==> config.mk <==
export PLATFORM = sky130hd
export DESIGN_NAME = morse_key_stream_decoder
export DESIGN_NICKNAME = d
export VERILOG_FILES = /design/src/rtl/mksd_pkg.sv /design/src/rtl/morse_key_stream_decoder.sv /design/src/rtl/mksd_rsp_buf.sv
export SDC_FILE = /design/constraint.sdc
export NUM_CORES = 1
export LEC_CHECK = 0
export BUFFER_PORTS_ARGS = -buffer_cell sky130_fd_sc_hd__buf_2
export CORE_MARGIN = 3
export CORE_UTILIZATION = 32
export DETAILED_ROUTE_END_ITERATION = 8
export SLEW_MARGIN = 20
export SYNTH_ARGS = -nofsm -noshare
export SYNTH_HDL_FRONTEND = slang
export SYNTH_HIERARCHICAL = 1
export SYNTH_SLANG_ARGS = --single-unit
==> constraint.sdc <==
create_clock -name clock -period 6.2 [get_ports clock]
set_input_delay 0.93 -clock clock [delete_from_list [all_inputs] [get_ports clock]]
set_output_delay 0.93 -clock clock [all_outputs]
set_load 0.03 [all_outputs]
==> src/rtl/mksd_pkg.sv <==
// ============================================================================
// Morse key stream decoder package
// Shared types, character codes and the Morse code table.
// ============================================================================
`default_nettype none

package mksd_pkg;

   localparam int unsigned CHAR_W = 7;
   localparam int unsigned SLOTS = 4;
   localparam int unsigned COUNT_W = 3;

   localparam logic [CHAR_W-1:0] CHAR_UNKNOWN = 7'h3F;
   localparam logic [CHAR_W-1:0] CHAR_SPACE = 7'h20;

   typedef logic [CHAR_W-1:0] char_type;

   // Result characters of one input item, handed to the result buffer.
   typedef struct packed {
      logic                 load;
      logic [COUNT_W-1:0]   count;
      char_type [SLOTS-1:0] chars;
   } burst_type;

   // The code holds the elements with the first one in the most significant
   // used bit; a one is a dash.
   function automatic char_type morse_lookup(logic [2:0] len, logic [6:0] code);
      char_type ch;
      ch = CHAR_UNKNOWN;
      unique case ({len, code})
         {3'd2, 7'd1}:  ch = 7'h41;
         {3'd4, 7'd8}:  ch = 7'h42;
         {3'd4, 7'd10}: ch = 7'h43;
         {3'd3, 7'd4}:  ch = 7'h44;
         {3'd1, 7'd0}:  ch = 7'h45;
         {3'd4, 7'd2}:  ch = 7'h46;
         {3'd3, 7'd6}:  ch = 7'h47;
         {3'd4, 7'd0}:  ch = 7'h48;
         {3'd2, 7'd0}:  ch = 7'h49;
         {3'd4, 7'd7}:  ch = 7'h4A;
         {3'd3, 7'd5}:  ch = 7'h4B;
         {3'd4, 7'd4}:  ch = 7'h4C;
         {3'd2, 7'd3}:  ch = 7'h4D;
         {3'd2, 7'd2}:  ch = 7'h4E;
         {3'd3, 7'd7}:  ch = 7'h4F;
         {3'd4, 7'd6}:  ch = 7'h50;
         {3'd4, 7'd13}: ch = 7'h51;
         {3'd3, 7'd2}:  ch = 7'h52;
         {3'd3, 7'd0}:  ch = 7'h53;
         {3'd1, 7'd1}:  ch = 7'h54;
         {3'd3, 7'd1}:  ch = 7'h55;
         {3'd4, 7'd1}:  ch = 7'h56;
         {3'd3, 7'd3}:  ch = 7'h57;
         {3'd4, 7'd9}:  ch = 7'h58;
         {3'd4, 7'd11}: ch = 7'h59;
         {3'd4, 7'd12}: ch = 7'h5A;
         {3'd5, 7'd31}: ch = 7'h30;
         {3'd5, 7'd15}: ch = 7'h31;
         {3'd5, 7'd7}:  ch = 7'h32;
         {3'd5, 7'd3}:  ch = 7'h33;
         {3'd5, 7'd1}:  ch = 7'h34;
         {3'd5, 7'd0}:  ch = 7'h35;
         {3'd5, 7'd16}: ch = 7'h36;
         {3'd5, 7'd24}: ch = 7'h37;
         {3'd5, 7'd28}: ch = 7'h38;
         {3'd5, 7'd30}: ch = 7'h39;
         {3'd6, 7'd21}: ch = 7'h2E;
         {3'd6, 7'd51}: ch = 7'h2C;
         {3'd6, 7'd12}: ch = 7'h3F;
         {3'd5, 7'd17}: ch = 7'h3D;
         {3'd5, 7'd8}:  ch = 7'h26;
         {3'd6, 7'd42}: ch = 7'h3B;
         {3'd5, 7'd22}: ch = 7'h28;
         {3'd6, 7'd45}: ch = 7'h29;
         {3'd6, 7'd56}: ch = 7'h3A;
         {3'd6, 7'd30}: ch = 7'h27;
         {3'd6, 7'd33}: ch = 7'h2D;
         {3'd5, 7'd18}: ch = 7'h2F;
         default:       ch = CHAR_UNKNOWN;
      endcase
      return ch;
   endfunction

endpackage

`default_nettype wire

==> src/rtl/morse_key_stream_decoder.sv <==
// ============================================================================
// Morse key stream decoder
// Measures runs of key state, builds Morse letters and sends ASCII characters.
// ============================================================================
// Channel | Direction | tdata              | tlast         | tuser
// req     | in        | [0] key_level      | message_end   | -
// rsp     | out       | [6:0] character    | last_of_item  | -
// csr     | in        | dit_length, 14 bit | -             | -
//
// Each accepted input sample has its zero to four characters ready in the result
// register on the next cycle.
// Each character leaves in its own rsp transfer; the input waits while
// characters of the previous sample are pending, except in the cycle in which
// the last of them is taken.
// Synchronous reset clears all run and letter state and sets dit_length to 960.
// ============================================================================
`default_nettype none

module morse_key_stream_decoder #(
   parameter int unsigned RUN_COUNT_BITS = 16,
   parameter int unsigned MAX_ELEMENTS = 6
) (
   input  wire logic        clock,
   input  wire logic        reset,
   input  wire logic        req_tvalid,
   output logic             req_tready,
   input  wire logic [7:0]  req_tdata,    // [0] key_level, [7:1] zero
   input  wire logic        req_tlast,    // message_end
   output logic             rsp_tvalid,
   input  wire logic        rsp_tready,
   output logic [7:0]       rsp_tdata,    // [6:0] character, [7] zero
   output logic             rsp_tlast,    // last_of_item
   input  wire logic        csr_wr_en,
   input  wire logic [13:0] csr_wr_data
);

   localparam int unsigned CMP_W = (RUN_COUNT_BITS > 16) ? RUN_COUNT_BITS : 16;
   localparam logic [2:0] MAX_CNT = 3'(MAX_ELEMENTS);

   typedef struct packed {
      logic [MAX_ELEMENTS-1:0]      bits;
      logic [2:0]                   cnt;
      logic                         sp;
      logic [1:0]                   n;
      mksd_pkg::char_type [1:0]     ch;
   } letter_type;

   logic [13:0]               dit_ff;
   logic                      active_ff, active_in;
   logic                      level_ff, level_in;
   logic [RUN_COUNT_BITS-1:0] len_ff, len_in;
   logic [MAX_ELEMENTS-1:0]   bits_ff, bits_in;
   logic [2:0]                cnt_ff, cnt_in;
   logic                      sp_ff, sp_in;
   logic [CMP_W-1:0]          two_dit, four_dit;
   logic                      accept;
   logic                      key;
   mksd_pkg::burst_type       burst;

   function automatic letter_type end_letter(letter_type r_i);
      letter_type r;
      mksd_pkg::char_type ch;
      r = r_i;
      if (r.cnt != '0) begin
         if (r.sp) begin
            r.ch[r.n[0]] = mksd_pkg::CHAR_SPACE;
            r.n = r.n + 2'd1;
            r.sp = 1'b0;
         end
         ch = (r.cnt > MAX_CNT) ? mksd_pkg::CHAR_UNKNOWN
                                : mksd_pkg::morse_lookup(r.cnt, 7'(r.bits));
         r.ch[r.n[0]] = ch;
         r.n = r.n + 2'd1;
         r.bits = '0;
         r.cnt = '0;
      end
      return r;
   endfunction

   function automatic letter_type close_run(letter_type r_i, logic lvl,
                                            logic [CMP_W-1:0] len);
      letter_type r;
      r = r_i;
      if (lvl) begin
         if (r.cnt < MAX_CNT) begin
            r.bits = MAX_ELEMENTS'({r.bits, (len >= two_dit)});
         end
         if (r.cnt != 3'd7) begin
            r.cnt = r.cnt + 3'd1;
         end
      end else if (len >= two_dit) begin
         r = end_letter(r);
         if (len >= four_dit) begin
            r.sp = 1'b1;
         end
      end
      return r;
   endfunction

   assign two_dit = CMP_W'({dit_ff, 1'b0});
   assign four_dit = CMP_W'({dit_ff, 2'b00});
   assign key = req_tdata[0];
   assign accept = req_tvalid && req_tready;

   always_comb begin
      letter_type st;
      letter_type a;
      letter_type b;
      logic [1:0] idx;
      st.bits = bits_ff;
      st.cnt = cnt_ff;
      st.sp = sp_ff;
      st.n = '0;
      st.ch = '0;
      a = st;
      active_in = active_ff;
      level_in = level_ff;
      len_in = len_ff;
      if (active_ff && (key != level_ff)) begin
         a = close_run(st, level_ff, CMP_W'(len_ff));
         level_in = key;
         len_in = RUN_COUNT_BITS'(1);
      end else if (active_ff) begin
         if (len_ff != '1) begin
            len_in = len_ff + RUN_COUNT_BITS'(1);
         end
      end else begin
         active_in = 1'b1;
         level_in = key;
         len_in = RUN_COUNT_BITS'(1);
      end
      b = a;
      b.n = '0;
      b.ch = '0;
      if (req_tlast) begin
         b = end_letter(close_run(b, level_in, CMP_W'(len_in)));
         b.sp = 1'b0;
         b.bits = '0;
         b.cnt = '0;
         active_in = 1'b0;
         level_in = 1'b0;
         len_in = '0;
      end
      bits_in = b.bits;
      cnt_in = b.cnt;
      sp_in = b.sp;
      burst.load = accept;
      burst.count = 3'(a.n) + 3'(b.n);
      burst.chars = '0;
      burst.chars[0] = a.ch[0];
      burst.chars[1] = a.ch[1];
      for (int i = 0; i < 2; i++) begin
         idx = a.n + 2'(i);
         if (2'(i) < b.n) begin
            burst.chars[idx] = b.ch[i];
         end
      end
   end

   always_ff @(posedge clock) begin
      if (reset) begin
         dit_ff <= 14'd960;
         active_ff <= 1'b0;
         level_ff <= 1'b0;
         len_ff <= '0;
         bits_ff <= '0;
         cnt_ff <= '0;
         sp_ff <= 1'b0;
      end else begin
         if (csr_wr_en) begin
            dit_ff <= csr_wr_data;
         end
         if (accept) begin
            active_ff <= active_in;
            level_ff <= level_in;
            len_ff <= len_in;
            bits_ff <= bits_in;
            cnt_ff <= cnt_in;
            sp_ff <= sp_in;
         end
      end
   end

   mksd_rsp_buf u_rsp_buf (
      .clock      (clock),
      .reset      (reset),
      .burst      (burst),
      .can_load   (req_tready),
      .rsp_tvalid (rsp_tvalid),
      .rsp_tready (rsp_tready),
      .rsp_tdata  (rsp_tdata),
      .rsp_tlast  (rsp_tlast)
   );

   a_idle_run_clear: assert property (@(posedge clock) disable iff (reset)
      !active_ff |-> (len_ff == '0) && !level_ff)
      else $error("Run state is set while no run is open.");

   a_empty_letter: assert property (@(posedge clock) disable iff (reset)
      (cnt_ff == '0) |-> (bits_ff == '0))
      else $error("Element bits are set in an empty letter.");

   a_end_clears: assert property (@(posedge clock) disable iff (reset)
      (accept && req_tlast) |=> !active_ff && !sp_ff && (cnt_ff == '0))
      else $error("Message end did not clear the decoder state.");

endmodule

`default_nettype wire

==> src/rtl/mksd_rsp_buf.sv <==
// ============================================================================
// Morse decoder result buffer
// Holds the characters of one item and sends them one transfer at a time.
// ============================================================================
`default_nettype none

module mksd_rsp_buf (
   input  wire logic               clock,
   input  wire logic               reset,
   input  wire mksd_pkg::burst_type burst,
   output logic                    can_load,
   output logic                    rsp_tvalid,
   input  wire logic               rsp_tready,
   output logic [7:0]              rsp_tdata,   // [6:0] character, [7] zero
   output logic                    rsp_tlast    // last_of_item
);

   logic [mksd_pkg::COUNT_W-1:0] rem_ff, rem_in;
   mksd_pkg::char_type [mksd_pkg::SLOTS-1:0] chars_ff, chars_in;
   logic xfer;

   assign xfer = rsp_tvalid && rsp_tready;
   assign rsp_tvalid = (rem_ff != '0);
   assign rsp_tlast = (rem_ff == mksd_pkg::COUNT_W'(1));
   assign rsp_tdata = {1'b0, chars_ff[0]};
   assign can_load = (rem_ff == '0) || (rsp_tlast && rsp_tready);

   always_comb begin
      rem_in = rem_ff;
      chars_in = chars_ff;
      if (burst.load) begin
         rem_in = burst.count;
         chars_in = burst.chars;
      end else if (xfer) begin
         rem_in = rem_ff - mksd_pkg::COUNT_W'(1);
         chars_in = {mksd_pkg::CHAR_SPACE, chars_ff[mksd_pkg::SLOTS-1:1]};
      end
   end

   always_ff @(posedge clock) begin
      if (reset) begin
         rem_ff <= '0;
      end else begin
         rem_ff <= rem_in;
      end
      chars_ff <= chars_in;
   end

   a_load_room: assert property (@(posedge clock) disable iff (reset)
      burst.load |-> can_load)
      else $error("Result buffer loaded while results were still pending.");

   a_count_range: assert property (@(posedge clock) disable iff (reset)
      rem_ff <= mksd_pkg::COUNT_W'(mksd_pkg::SLOTS))
      else $error("Result buffer count out of range.");

   a_drain: assert property (@(posedge clock) disable iff (reset)
      (xfer && !burst.load) |=> rem_ff == $past(rem_ff) - mksd_pkg::COUNT_W'(1))
      else $error("Result buffer did not advance after a transfer.");

endmodule

`default_nettype wire

==> metrics.csv, run 1 <==
metric;value;unit
run_status;finished, final reports clean;
synthDistinctLibCells;92;
holdBufCountCts;0;
core-area;27200;um^2
die_height;173;um
critical_path_peak_fanout;8;
filler_cell_count;2920;
critPathMaxStageDelay;0.60;ns
hold_path_startpoint;dit_ff[13];
power_density;166;nW/um^2
via_count;10100;
post_synth_instance_area;8910;um^2
initial_core_utilization;0.328;
ys.flop_type;sky130_fd_sc_hd__dfxtp_1;
syn_avg_cell_area;7.38;um^2
grt_use_total;0.209;
initial_antenna_violation_count;0;
grt_first_pass_wirelength;52000;um
total_leakage_power;4.10;nW
grt-ovfl-total;0;
reg2reg_setup_slack;0.28;ns
timing_max_transition_violations_final;0;
synth_seq_area_share;0.195;
yosysWarningCount;6;
fmaxAchievable;0.169;GHz
clock_sink_count;73;
syn-num-nets;1304;
critical_path_arrival;6.02;ns
postSynth.asyncResetShare;0;
place_hpwl;24600;um
post_drt_wl_per_cell;19.4;um
finalWirelength;32400;um
detailedRoute.firstPassIterationCount;6;
final_cell_mix;150 x sky130_fd_sc_hd__nor2_1, 118 x sky130_fd_sc_hd__buf_4, 92 x sky130_fd_sc_hd__nand2_1;
drv_cap;0;
hold_depth;2;
criticalPathCategory;reg -> reg;
worst-endpoint-required;6.30;ns
dp_worst_setup_slack;0.0562;ns
setup_slack;0.281;ns
path_clk_slew;0.06;ns
cts_made_buffers;9;
drive_above_1_share;0.175;
place.gp.congestion;0.978;
max_slew.worst_pin.slew;1.05;ns
relSlewSlack;0.300;
htree_levels;3;
layout_min_cycle_time;5.92;ns
floorplan.die.width;173;um
finish.net_count;1385;
rr_worst_depth;25;
ctsRootBufferMaster;sky130_fd_sc_hd__clkbuf_16;
crit-reg2reg-launch;len_ff[5];
clock_tree_from_tritoncts;yes;
worst_hold_margin;0.496;ns
end_kind;register;
most_frequent_cell_on_the_critical_path;sky130_fd_sc_hd__buf_4;
hold-path-endpoint;dit_ff[13];
synthesis.instances;1208;
pin_count_of_the_biggest_net_entering_global_routing;43;
critical_path.slowest_cell;sky130_fd_sc_hd__or4_4;
num_antenna_cells;0;
dr.first_iter.drc_count;1093;
fin_skew;0.0164;ns
report.power.total;0.00173;W
clkLatencyLatePin;0.35;ns
syn_to_final_growth;17.1;%
maximum_clock_insertion_buffer_count;2;
drcViolationCount;0;
count_of_flip_flops_with_a_built_in_enable_after_synthesis;28;
area_enclosed_by_the_die_boundary;29900;um^2
final_min_period_over_clock_period;0.955;
layout_commonest_cell;sky130_fd_sc_hd__nor2_1;
vdd_ir_drop_max;118;uV
synth.ff_latch_count;73;
io-pin-count;39;
timing.rr.end;u_rsp_buf/chars_ff[13];
row_count;60;
placement.io_buffers;30;
via_count_of_the_first_global_routing_pass;9617;
finalSetupViolCount;0;
hold_viol_final;0;
ant_nets;0;
post_drt_via_cell_ratio;6.05;
setup.worst_path.start_class;register;
min_path_type;reg -> reg;
## final cells by class
class	count	area, um^2	share of cell area
Timing Repair Buffer	148	1040	0.0993
Clock inverter	4	30.0	0.00288
Multi-Input combinational cell	1019	6740	0.646
Tap cell	372	465	0.0446
Inverter	38	143	0.0137
Sequential cell	73	1740	0.167
Clock buffer	12	279	0.0267
## timing repair
action                     4_1_cts  5_1_grt
setup endpoints to repair        0       28
hold endpoints to repair         0        0
buffers inserted                 0        0
gates resized for setup          0       13
## state kept, by name (all words and copies together), names as in the netlist
| register | flops |
|---|---|
| bits_ff | 6 |
| len_ff | 16 |
| active_ff | 1 |
| u_rsp_buf/chars_ff | 21 |
| u_rsp_buf/rem_ff | 3 |
| sp_ff | 1 |
| cnt_ff | 3 |
| dit_ff | 14 |
| level_ff | 1 |
| u_rsp_buf/rsp_tdata | 7 |
## power breakdown
group / switching [W] / internal [W]
clock network: 0.000228 / 0.000323
registers: 0.0000317 / 0.000636
logic: 0.000331 / 0.000179
## stage by stage
step / std cells / util / cell area, um^2 / TNS [ns]
6_report: 1666 / 0.384 / 10400 / 0
5_1_grt: 1666 / 0.384 / 10400 / -0.0178
4_1_cts: 1666 / 0.382 / 10400 / 0
3_5_place_dp: 1650 / 0.370 / 10100 / 0
3_3_place_gp: 1650 / 0.370 / 10100 / 0
2_1_floorplan: 1208 / - / 8910 / 0
## worst max-delay path by stage
| stage | startpoint | end | slack [ns] | cells past startpoint |
|---|---|---|---|---|
| after floorplan | req_tdata[0] | u_rsp_buf/chars_ff[13] | 0.35 | 22 |
| after global placement | req_tdata[0] | u_rsp_buf/rsp_tdata[2] | 0.04 | 22 |
| after detailed placement | req_tdata[0] | u_rsp_buf/chars_ff[13] | 0.06 | 22 |
| after CTS | len_ff[5] | u_rsp_buf/chars_ff[13] | 0.12 | 24 |
| after global routing | len_ff[5] | u_rsp_buf/chars_ff[9] | -0.007 | 25 |
| final | len_ff[5] | u_rsp_buf/chars_ff[13] | 0.28 | 25 |
## cells by family after synthesis
logic type / share of synthesized area
adders and majority gates: 0.0963
xor gates and xnor gates: 0.0138
buffers and inverters: 0.0557
and+or+nand+nor: 0.283
other: 0.000421
muxes: 0.0529
DFF: 0.195
AOI/OAI and AO/OA: 0.302
## Yosys cell counts, types with 9 or more instances
master                      count  share of area
sky130_fd_sc_hd__nor2_1       151          0.064
sky130_fd_sc_hd__nand2_1       92          0.039
sky130_fd_sc_hd__o21ai_0       71          0.040
sky130_fd_sc_hd__a21oi_1       68          0.038
sky130_fd_sc_hd__ha_1          67          0.094
sky130_fd_sc_hd__nand3_1       58          0.033
sky130_fd_sc_hd__clkbuf_1      53          0.022
sky130_fd_sc_hd__dfxtp_1       45           0.10
sky130_fd_sc_hd__nor3_1        43          0.024
sky130_fd_sc_hd__inv_1         37          0.016
sky130_fd_sc_hd__a22oi_1       32          0.027
sky130_fd_sc_hd__edfxtp_1      28          0.094
sky130_fd_sc_hd__mux2_2        25          0.032
sky130_fd_sc_hd__nand4_1       24          0.017
sky130_fd_sc_hd__o211ai_1      21          0.018
sky130_fd_sc_hd__mux2i_1       19          0.021
sky130_fd_sc_hd__a211oi_1      18          0.015
sky130_fd_sc_hd__and2_1        17          0.012
sky130_fd_sc_hd__o22ai_1       17          0.012
sky130_fd_sc_hd__and3_1        15          0.011
sky130_fd_sc_hd__o21a_1        15          0.013
sky130_fd_sc_hd__nand2b_1      13         0.0091
sky130_fd_sc_hd__a31oi_1       12         0.0084
sky130_fd_sc_hd__nor2b_1       12         0.0084
sky130_fd_sc_hd__nor4_1        12         0.0084
sky130_fd_sc_hd__o21ai_1       12         0.0067
sky130_fd_sc_hd__a21o_1        11         0.0093
sky130_fd_sc_hd__or3_1         11         0.0077
sky130_fd_sc_hd__buf_4         10         0.0084
sky130_fd_sc_hd__o2111ai_1      9         0.0088
sky130_fd_sc_hd__or2_2          9         0.0063
sky130_fd_sc_hd__or4_1          9         0.0076
## routing by layer
layer / vias up / part of all wire / GRT usage
met5: - / 0 / 0
met3: 82 / 0.080 / 0.0329
met2: 530 / 0.45 / 0.327
met1: 4704 / 0.45 / 0.290
met4: 0 / 0.028 / 0.0753
li1: 4767 / - / -
## critical path, delay by kind of cell, from the launching register on
kind / cells / cell delay, ns
adder cells (fa/ha/maj): 1 / 0.32
XOR/XNOR: 1 / 0.15
buffers and inverters: 3 / 0.52
AND/OR/NAND/NOR: 12 / 2.42
AO/OA/AOI/OAI: 7 / 1.62
flip-flops: 1 / 0.35
multiplexers: 1 / 0.28
Power figures use the tool's default switching activity.
==> inputs of run 2 (changes only) <==
--- a/config.mk
+++ b/config.mk
@@ -6,11 +6,11 @@
 export NUM_CORES = 1
 export LEC_CHECK = 0
 export BUFFER_PORTS_ARGS = -buffer_cell sky130_fd_sc_hd__buf_2
+export CORE_ASPECT_RATIO = 2
 export CORE_MARGIN = 3
 export CORE_UTILIZATION = 32
 export DETAILED_ROUTE_END_ITERATION = 8
 export SLEW_MARGIN = 20
 export SYNTH_ARGS = -nofsm -noshare
 export SYNTH_HDL_FRONTEND = slang
-export SYNTH_HIERARCHICAL = 1
 export SYNTH_SLANG_ARGS = --single-unit
==> metrics.csv, run 2 <==
metric;value;unit;change
syn_avg_cell_area;7.34;um^2;was 7.38 um^2
grt_first_pass_wirelength;57500;um;was 52000 um
critPathMaxStageDelay;0.62;ns;was 0.60 ns
synth_seq_area_share;0.195;;about the same
synthesis.instances;1216;;was 1208
report.power.total;0.00190;W;was 0.00173 W
hold_viol_final;0;;unchanged
syn_to_final_growth;17.1;%;about the same
initial_core_utilization;0.328;;about the same
finalSetupViolCount;0;;unchanged
place_hpwl;30400;um;was 24600 um
crit_path_cell_trace;nand4_1 > or4_1 > and3_1 > nand4_1 > xor2_1 > nor2_1 > ha_1 > a21o_1 > a21o_1 > a2111oi_2 > buf_4 > nand3_2 > a311o_1 > o21ai_1 > buf_4 > nor3_1 > nand4_1 > o31ai_1 > or4_4 > o31ai_4 > a22oi_1 > buf_4 > a211oi_1;;
initial_antenna_violation_count;0;;unchanged
fmaxAchievable;0.165;GHz;was 0.169 GHz
crit-reg2reg-launch;len_ff[10];;was len_ff[5]
drive_above_1_share;0.173;;was 0.175
drcViolationCount;0;;unchanged
relSlewSlack;0.394;;was 0.300
dr.first_iter.drc_count;820;;was 1093
io-pin-count;39;;unchanged
via_count_of_the_first_global_routing_pass;10400;;was 9617
placed_cells_incl_taps;1647;;was 1650
count_of_flip_flops_with_a_built_in_enable_after_synthesis;28;;unchanged
maximum_clock_insertion_buffer_count;2;;unchanged
ant_nets;0;;unchanged
finalWirelength;37900;um;was 32400 um
hold_path_startpoint;dit_ff[11];;was dit_ff[13]
grt_use_total;0.250;;was 0.209
path_clk_slew;0.06;ns;about the same
use_met1;0.234;;was 0.290
post_drt_via_cell_ratio;6.34;;was 6.05
biggestRegsByFlops;u_rsp_buf.chars_ff: 21 flops, len_ff: 16 flops, dit_ff: 14 flops;;was u_rsp_buf/chars_ff: 21 flops, len_ff: 16 flops, dit_ff: 14 flops
pin_count_of_the_biggest_net_entering_global_routing;42;;was 43
layout_commonest_cell;sky130_fd_sc_hd__nor2_1;;unchanged
number_of_buffer_and_inverter_instances_along_the_worst_setup_path;3;;unchanged
fin_cells;1663;;was 1666
core-area;27200;um^2;about the same
post_synth_instance_area;8920;um^2;was 8910 um^2
row_count;85;;was 60
hold-path-endpoint;dit_ff[11];;was dit_ff[13]
p_seq_frac;0.362;;was 0.386
synthDistinctLibCells;99;;was 92
family_of_cells_with_the_greatest_summed_delay_on_the_critical_path;compound AO/OA/AOI/OAI gates;;was simple AND/OR/NAND/NOR gates
rr_worst_depth;23;;was 25
setup.worst_path.start_class;register;;unchanged
grtUsageMet3;0.0325;;was 0.0329
detailedRoute.firstPassIterationCount;6;;unchanged
drv_cap;0;;unchanged
die_height;242;um;was 173 um
end_kind;register;;unchanged
grt_util_met2;0.456;;was 0.327
area_enclosed_by_the_die_boundary;30000;um^2;was 29900 um^2
syn-num-nets;1312;;was 1304
p_switching;0.000753;W;was 0.000590 W
total_leakage_power;4.14;nW;was 4.10 nW
clkLatencyLatePin;0.36;ns;was 0.35 ns
synth_most_common_cell;sky130_fd_sc_hd__nor2_1;;unchanged
fin_skew;0.00990;ns;was 0.0164 ns
final_cell_mix;149 x sky130_fd_sc_hd__nor2_1, 135 x sky130_fd_sc_hd__buf_4, 112 x sky130_fd_sc_hd__nand2_1;;was 150 x sky130_fd_sc_hd__nor2_1, 118 x sky130_fd_sc_hd__buf_4, 92 x sky130_fd_sc_hd__nand2_1
synthTopCellsByCount;150 x sky130_fd_sc_hd__nor2_1, 113 x sky130_fd_sc_hd__nand2_1, 72 x sky130_fd_sc_hd__a21oi_1;;was 151 x sky130_fd_sc_hd__nor2_1, 92 x sky130_fd_sc_hd__nand2_1, 71 x sky130_fd_sc_hd__o21ai_0
setup_repair_after_global_routing_missed_its_margin;no;;
power_frac_comb;0.381;;was 0.295
via_count;10500;;was 10100
p_clk_frac;0.257;;was 0.318
worst-endpoint-required;6.37;ns;was 6.30 ns
ctsRootBufferMaster;sky130_fd_sc_hd__clkbuf_16;;unchanged
critical_path_peak_fanout;5;;was 8
top_usage_layer;met2;;unchanged
vdd_ir_drop_max;116;uV;was 118 uV
p_int;0.00115;W;was 0.00114 W
hold_depth;2;;unchanged
layout_min_cycle_time;6.06;ns;was 5.92 ns
ys.flop_type;sky130_fd_sc_hd__dfxtp_1;;unchanged
clock_tree_from_tritoncts;yes;;unchanged
cts_made_buffers;9;;unchanged
final_core_utilization;0.384;;about the same
yosysWarningCount;0;;was 6
power.switching_fraction;0.396;;was 0.342
place.gp.congestion;1.08;;was 0.978
synth_top_cell_by_area;sky130_fd_sc_hd__dfxtp_1;;unchanged
min_path_type;reg -> reg;;unchanged
post_drt_wl_per_cell;22.8;um;was 19.4 um
criticalPathCategory;reg -> reg;;unchanged
synth.ff_latch_count;73;;unchanged
timing.rr.end;u_rsp_buf.chars_ff[10];;was u_rsp_buf/chars_ff[13]
reg2reg_setup_slack;0.14;ns;was 0.28 ns
final_min_period_over_clock_period;0.978;;was 0.955
floorplan.die.width;124;um;was 173 um
clock_sink_count;73;;unchanged
grt-ovfl-total;0;;unchanged
htree_levels;3;;unchanged
finish.net_count;1406;;was 1385
netlist_top_cells_area;sky130_fd_sc_hd__dfxtp_1 10%, sky130_fd_sc_hd__edfxtp_1 9.4%, sky130_fd_sc_hd__ha_1 9.4%;;unchanged
max_flop_register;u_rsp_buf.chars_ff;;was u_rsp_buf/chars_ff
max_reg_flops;21;;unchanged
power_density;182;nW/um^2;was 166 nW/um^2
num_antenna_cells;0;;unchanged
critical_path_arrival;6.24;ns;was 6.02 ns
timing_max_transition_violations_final;0;;unchanged
max_slew.worst_pin.slew;0.906;ns;was 1.05 ns
holdBufCountCts;0;;unchanged
worst-path-stages;23;;was 25
synth_largest_type_area_fraction;0.101;;about the same
postSynth.asyncResetShare;0;;unchanged
critical_path.slowest_cell;sky130_fd_sc_hd__or4_4;;unchanged
placement.io_buffers;30;;unchanged
run_status;finished, final reports clean;;unchanged
setup-tns-final;0;ns;unchanged
run 2: changes by cell type in the layout (fill, tap and decap cells not counted), sizes merged, moves of 8 or more:
cell and change:
a31oi +9, and2 -9, buf +18, mux2 -22, nand2 +21, nand3 -10
nand4 +8, o22ai -12
run 2: tightest hold or removal path, stage by stage, from the launching register on:
cell,delay [ns]
sky130_fd_sc_hd__dfxtp_1,0.33
sky130_fd_sc_hd__mux2i_1,0.06
sky130_fd_sc_hd__nor2_1,0.07
run 2: area by class of cell:
cell class / count / area (um^2)
flip-flops and latches: 73 / 1740
fillers: 2932 / 16800
repair buffers: 166 / 1180
clock buffers: 10 / 229
clock inverters: 6 / 33.8
well taps: 348 / 435
multi-input cells: 1018 / 6670
inverters: 42 / 158
run 2: power groups by stage:
stage | Combinational [W] | Sequential (W) | Clock (W)
final | 0.000726 | 0.000690 | 0.000489
after CTS | 0.000719 | 0.000691 | 0.000497
after floorplan | 0.000518 | 0.000689 | 0
after global routing | 0.000783 | 0.000704 | 0.000514
after global placement | 0.000706 | 0.000698 | 0
after detailed placement | 0.000716 | 0.000700 | 0
run 2: logic make-up after synthesis:
family	Yosys count	share of synthesized area
AOI/OAI and AO/OA	400	0.323
xor gates and xnor gates	18	0.0177
muxes	22	0.0251
adders and majority gates	68	0.0962
other	1	0.000420
buffers and inverters	125	0.0593
DFF	73	0.195
and+or+nand+nor	509	0.283
run 2: how the worst max path moves through the flow:
stage / slack (ns) / endpoint / start
2_1_floorplan: 0.48 / u_rsp_buf.chars_ff[10] / len_ff[1]
3_3_place_gp: 0.10 / u_rsp_buf.chars_ff[7] / req_tdata[0]
3_5_place_dp: 0.12 / u_rsp_buf.chars_ff[10] / req_tdata[0]
4_1_cts: 0.15 / u_rsp_buf.chars_ff[10] / len_ff[10]
5_1_grt: 0.01 / u_rsp_buf.chars_ff[12] / len_ff[13]
6_report: 0.14 / u_rsp_buf.chars_ff[10] / len_ff[10]
run 2: repair_timing:
action	4_1_cts	5_1_grt
setup endpoints to repair	0	26
gates resized for setup	0	3
buffers inserted	0	0
run 2: per-stage QoR:
| step | cell area [um^2] | setup slack, ns | hold WS (ns) |
|---|---|---|---|
| after floorplan | 8920 | 0.482 | 0.460 |
| after global placement | 10200 | 0.105 | 0.477 |
| after detailed placement | 10200 | 0.125 | 0.488 |
| after CTS | 10400 | 0.154 | 0.502 |
| after global routing | 10500 | 0.0128 | 0.526 |
| final | 10500 | 0.135 | 0.494 |
run 2: metal layers:
| metal | routed length, um | vias to the layer above |
|---|---|---|
| li1 | - | 4856 |
| met1 | 12300 | 4979 |
| met2 | 20100 | 510 |
| met5 | 0 | - |
| met3 | 1760 | 201 |
| met4 | 3780 | 0 |
==> inputs of run 3 (changes only) <==
--- a/config.mk
+++ b/config.mk
@@ -5,6 +5,7 @@
 export SDC_FILE = /design/constraint.sdc
 export NUM_CORES = 1
 export LEC_CHECK = 0
+export ABC_AREA = 1
 export BUFFER_PORTS_ARGS = -buffer_cell sky130_fd_sc_hd__buf_2
 export CORE_ASPECT_RATIO = 2
 export CORE_MARGIN = 3
==> metrics.csv, run 3 <==
metric;value;unit;change
detailedRoute.firstPassIterationCount;6;;unchanged
p_switching;0.000761;W;was 0.000753 W
layout_commonest_cell;sky130_fd_sc_hd__nand2_1;;was sky130_fd_sc_hd__nor2_1
via_count_of_the_first_global_routing_pass;9434;;was 10400
post_drt_wl_per_cell;17.5;um;was 22.8 um
row_count;84;;was 85
critical_path.slowest_cell;sky130_fd_sc_hd__nor2_2;;was sky130_fd_sc_hd__or4_4
die_height;238;um;was 242 um
count_of_flip_flops_with_a_built_in_enable_after_synthesis;28;;unchanged
core-area;26400;um^2;was 27200 um^2
setup.worst_path.start_class;input pin;;was register
maximum_clock_insertion_buffer_count;2;;unchanged
num_antenna_cells;0;;unchanged
rr_worst_depth;34;;was 23
synth.ff_latch_count;73;;unchanged
synth_seq_area_share;0.203;;was 0.195
fin_skew;0.0102;ns;was 0.00990 ns
clock_sink_count;73;;unchanged
initial_core_utilization;0.326;;was 0.328
place_hpwl;25100;um;was 30400 um
finalSetupViolCount;0;;unchanged
run_status;finished, final reports clean;;unchanged
drive_above_1_share;0.0910;;was 0.173
placed_cells_incl_taps;1778;;was 1647
floorplan.die.width;122;um;was 124 um
hold_depth;2;;unchanged
placement.io_buffers;30;;unchanged
setup_slack;0.543;ns;was 0.135 ns
total_leakage_power;4.55;nW;was 4.14 nW
relSlewSlack;0.407;;was 0.394
syn-num-nets;1531;;was 1312
vdd_ir_drop_max;124;uV;was 116 uV
grt-ovfl-total;0;;unchanged
ctsRootBufferMaster;sky130_fd_sc_hd__clkbuf_16;;unchanged
setup_repair_after_global_routing_missed_its_margin;no;;unchanged
path_clk_slew;0.06;ns;about the same
drcViolationCount;0;;unchanged
filler_cell_count;2940;;was 2932
cts_post_setup_buffers_inserted;0;;unchanged
reg2reg_setup_slack;0.63;ns;was 0.14 ns
post_cts.resized_instances;0;;unchanged
post_drt_via_cell_ratio;5.34;;was 6.34
ant_nets;0;;unchanged
synthTopCellsByCount;385 x sky130_fd_sc_hd__nand2_1, 209 x sky130_fd_sc_hd__nor2_1, 177 x sky130_fd_sc_hd__inv_1;;was 150 x sky130_fd_sc_hd__nor2_1, 113 x sky130_fd_sc_hd__nand2_1, 72 x sky130_fd_sc_hd__a21oi_1
holdBufCountCts;0;;unchanged
clkLatencyLatePin;0.36;ns;about the same
synthDistinctLibCells;56;;was 99
dp_worst_setup_slack;0.288;ns;was 0.125 ns
ys.flop_type;sky130_fd_sc_hd__dfxtp_1;;unchanged
synth_top_cell_by_area;sky130_fd_sc_hd__nand2_1;;was sky130_fd_sc_hd__dfxtp_1
hold_path_startpoint;u_rsp_buf.rem_ff[2];;was dit_ff[11]
finalWirelength;31400;um;was 37900 um
min_path_type;reg -> reg;;unchanged
hold-path-endpoint;u_rsp_buf.rem_ff[2];;was dit_ff[11]
max_flop_register;u_rsp_buf.chars_ff;;unchanged
critPathMaxStageDelay;0.45;ns;was 0.62 ns
power.switching_fraction;0.389;;was 0.396
fmaxAchievable;0.177;GHz;was 0.165 GHz
end_kind;register;;unchanged
dr.first_iter.drc_count;732;;was 820
p_clk_frac;0.300;;was 0.257
place.gp.congestion;0.996;;was 1.08
power_density;209;nW/um^2;was 182 nW/um^2
hold_viol_final;0;;unchanged
fin_cells;1794;;was 1663
via_count;9574;;was 10500
p_seq_frac;0.360;;was 0.362
synth_most_common_cell;sky130_fd_sc_hd__nand2_1;;was sky130_fd_sc_hd__nor2_1
synth_largest_type_area_fraction;0.168;;was 0.101
most_frequent_cell_on_the_critical_path;sky130_fd_sc_hd__nand2_1;;
multi_input_comb_area;5940;um^2;was 6670 um^2
final_min_period_over_clock_period;0.912;;was 0.978
syn_avg_cell_area;5.99;um^2;was 7.34 um^2
htree_levels;3;;unchanged
critical_path_peak_fanout;18;;was 5
grt_first_pass_wirelength;48600;um;was 57500 um
initial_antenna_violation_count;0;;unchanged
clock_tree_from_tritoncts;yes;;unchanged
timing.rr.end;u_rsp_buf.chars_ff[10];;unchanged
p_int;0.00119;W;was 0.00115 W
power_frac_comb;0.339;;was 0.381
io-pin-count;39;;unchanged
biggestRegsByFlops;u_rsp_buf.chars_ff: 21 flops, len_ff: 16 flops, dit_ff: 14 flops;;unchanged
post_synth_instance_area;8590;um^2;was 8920 um^2
pin_count_of_the_biggest_net_entering_global_routing;53;;was 42
drv_cap;0;;unchanged
grt_use_total;0.216;;was 0.250
cts_made_buffers;9;;unchanged
final_cell_mix;384 x sky130_fd_sc_hd__nand2_1, 208 x sky130_fd_sc_hd__nor2_1, 177 x sky130_fd_sc_hd__inv_1;;was 149 x sky130_fd_sc_hd__nor2_1, 135 x sky130_fd_sc_hd__buf_4, 112 x sky130_fd_sc_hd__nand2_1
critical_path_arrival;5.77;ns;was 6.24 ns
max_slew.worst_pin.slew;0.867;ns;was 0.906 ns
yosysWarningCount;0;;unchanged
crit-reg2reg-launch;len_ff[1];;was len_ff[10]
area_enclosed_by_the_die_boundary;29000;um^2;was 30000 um^2
timing_max_transition_violations_final;0;;unchanged
report.power.total;0.00195;W;was 0.00190 W
syn_to_final_growth;9.00;%;was 17.1%
finish.net_count;1541;;was 1406
max_reg_flops;21;;unchanged
worst-endpoint-required;6.32;ns;was 6.37 ns
postSynth.asyncResetShare;0;;unchanged
setup-tns-final;0;ns;unchanged
layout_min_cycle_time;5.66;ns;was 6.06 ns
criticalPathCategory;in -> reg;;was reg -> reg
netlist_top_cells_area;sky130_fd_sc_hd__nand2_1 17%, sky130_fd_sc_hd__dfxtp_1 10%, sky130_fd_sc_hd__edfxtp_1 9.8%;;was sky130_fd_sc_hd__dfxtp_1 10%, sky130_fd_sc_hd__edfxtp_1 9.4%, sky130_fd_sc_hd__ha_1 9.4%
sequential_cell_area;1740;um^2;unchanged
synthesis.instances;1435;;was 1216
run 3: changes by cell type after synthesis, moves of 19 or more:
cell / change
sky130_fd_sc_hd__clkbuf_1: -37
sky130_fd_sc_hd__nand2_1: +272
sky130_fd_sc_hd__a21oi_1: +36
sky130_fd_sc_hd__mux2i_1: -19
sky130_fd_sc_hd__nor2_1: +59
sky130_fd_sc_hd__a22oi_1: -38
sky130_fd_sc_hd__inv_1: +138
sky130_fd_sc_hd__nand3_1: +44
run 3: final cells by class:
class,instances,area share
Multi-Input combinational cell,1132,0.634
Clock inverter,6,0.00988
Sequential cell,73,0.186
Tap cell,344,0.0459
Timing Repair Buffer,39,0.0232
Inverter,190,0.0763
Clock buffer,10,0.0244
run 3: power groups by stage:
stage | sequential [W] | combinational (W) | clock [W]
finish | 0.000705 | 0.000663 | 0.000587
global route | 0.000715 | 0.000740 | 0.000615
CTS | 0.000706 | 0.000668 | 0.000600
detailed placement | 0.000716 | 0.000664 | 0
global placement | 0.000713 | 0.000655 | 0
floorplan | 0.000709 | 0.000505 | 0
run 3: cell families after synthesis:
family,after synthesis,share of synthesized area
AOI/OAI and AO/OA,218,0.144
xor gates and xnor gates,11,0.0112
adders and majority gates,68,0.0999
buffers and inverters,230,0.108
DFF,73,0.203
other,1,0.000436
and+or+nand+nor,834,0.434
run 3: how the worst max path moves through the flow:
stage	startpoint	to	cells past startpoint	slack (ns)
2_1_floorplan	req_tdata[0]	u_rsp_buf.rem_ff[1]	29	1.70
3_3_place_gp	req_tdata[0]	u_rsp_buf.chars_ff[10]	33	0.34
3_5_place_dp	req_tdata[0]	u_rsp_buf.chars_ff[10]	33	0.29
4_1_cts	req_tdata[0]	u_rsp_buf.chars_ff[10]	33	0.65
5_1_grt	len_ff[0]	u_rsp_buf.chars_ff[10]	33	0.1
6_report	req_tdata[0]	u_rsp_buf.chars_ff[10]	33	0.54
run 3: stage by stage:
stage,instance area [um^2],utilization,hold WS [ns]
finish,9370,0.355,0.494
global placement,9050,0.343,0.484
CTS,9370,0.355,0.496
floorplan,8590,-,0.468
detailed placement,9050,0.343,0.488
global route,9370,0.355,0.520
run 3: worst max-delay path, delay by kind of cell:
kind	cells	cell delay, ns
adders and majority gates	1	0.30
AOI/OAI and AO/OA	2	0.33
buffers and inverters	4	0.74
and+or+nand+nor	26	3.45
run 3: layer usage:
metal  GRT usage  share of wire
met5           0              0
met4       0.163          0.081
met3      0.0210          0.033
met2       0.428           0.56
met1       0.192           0.33
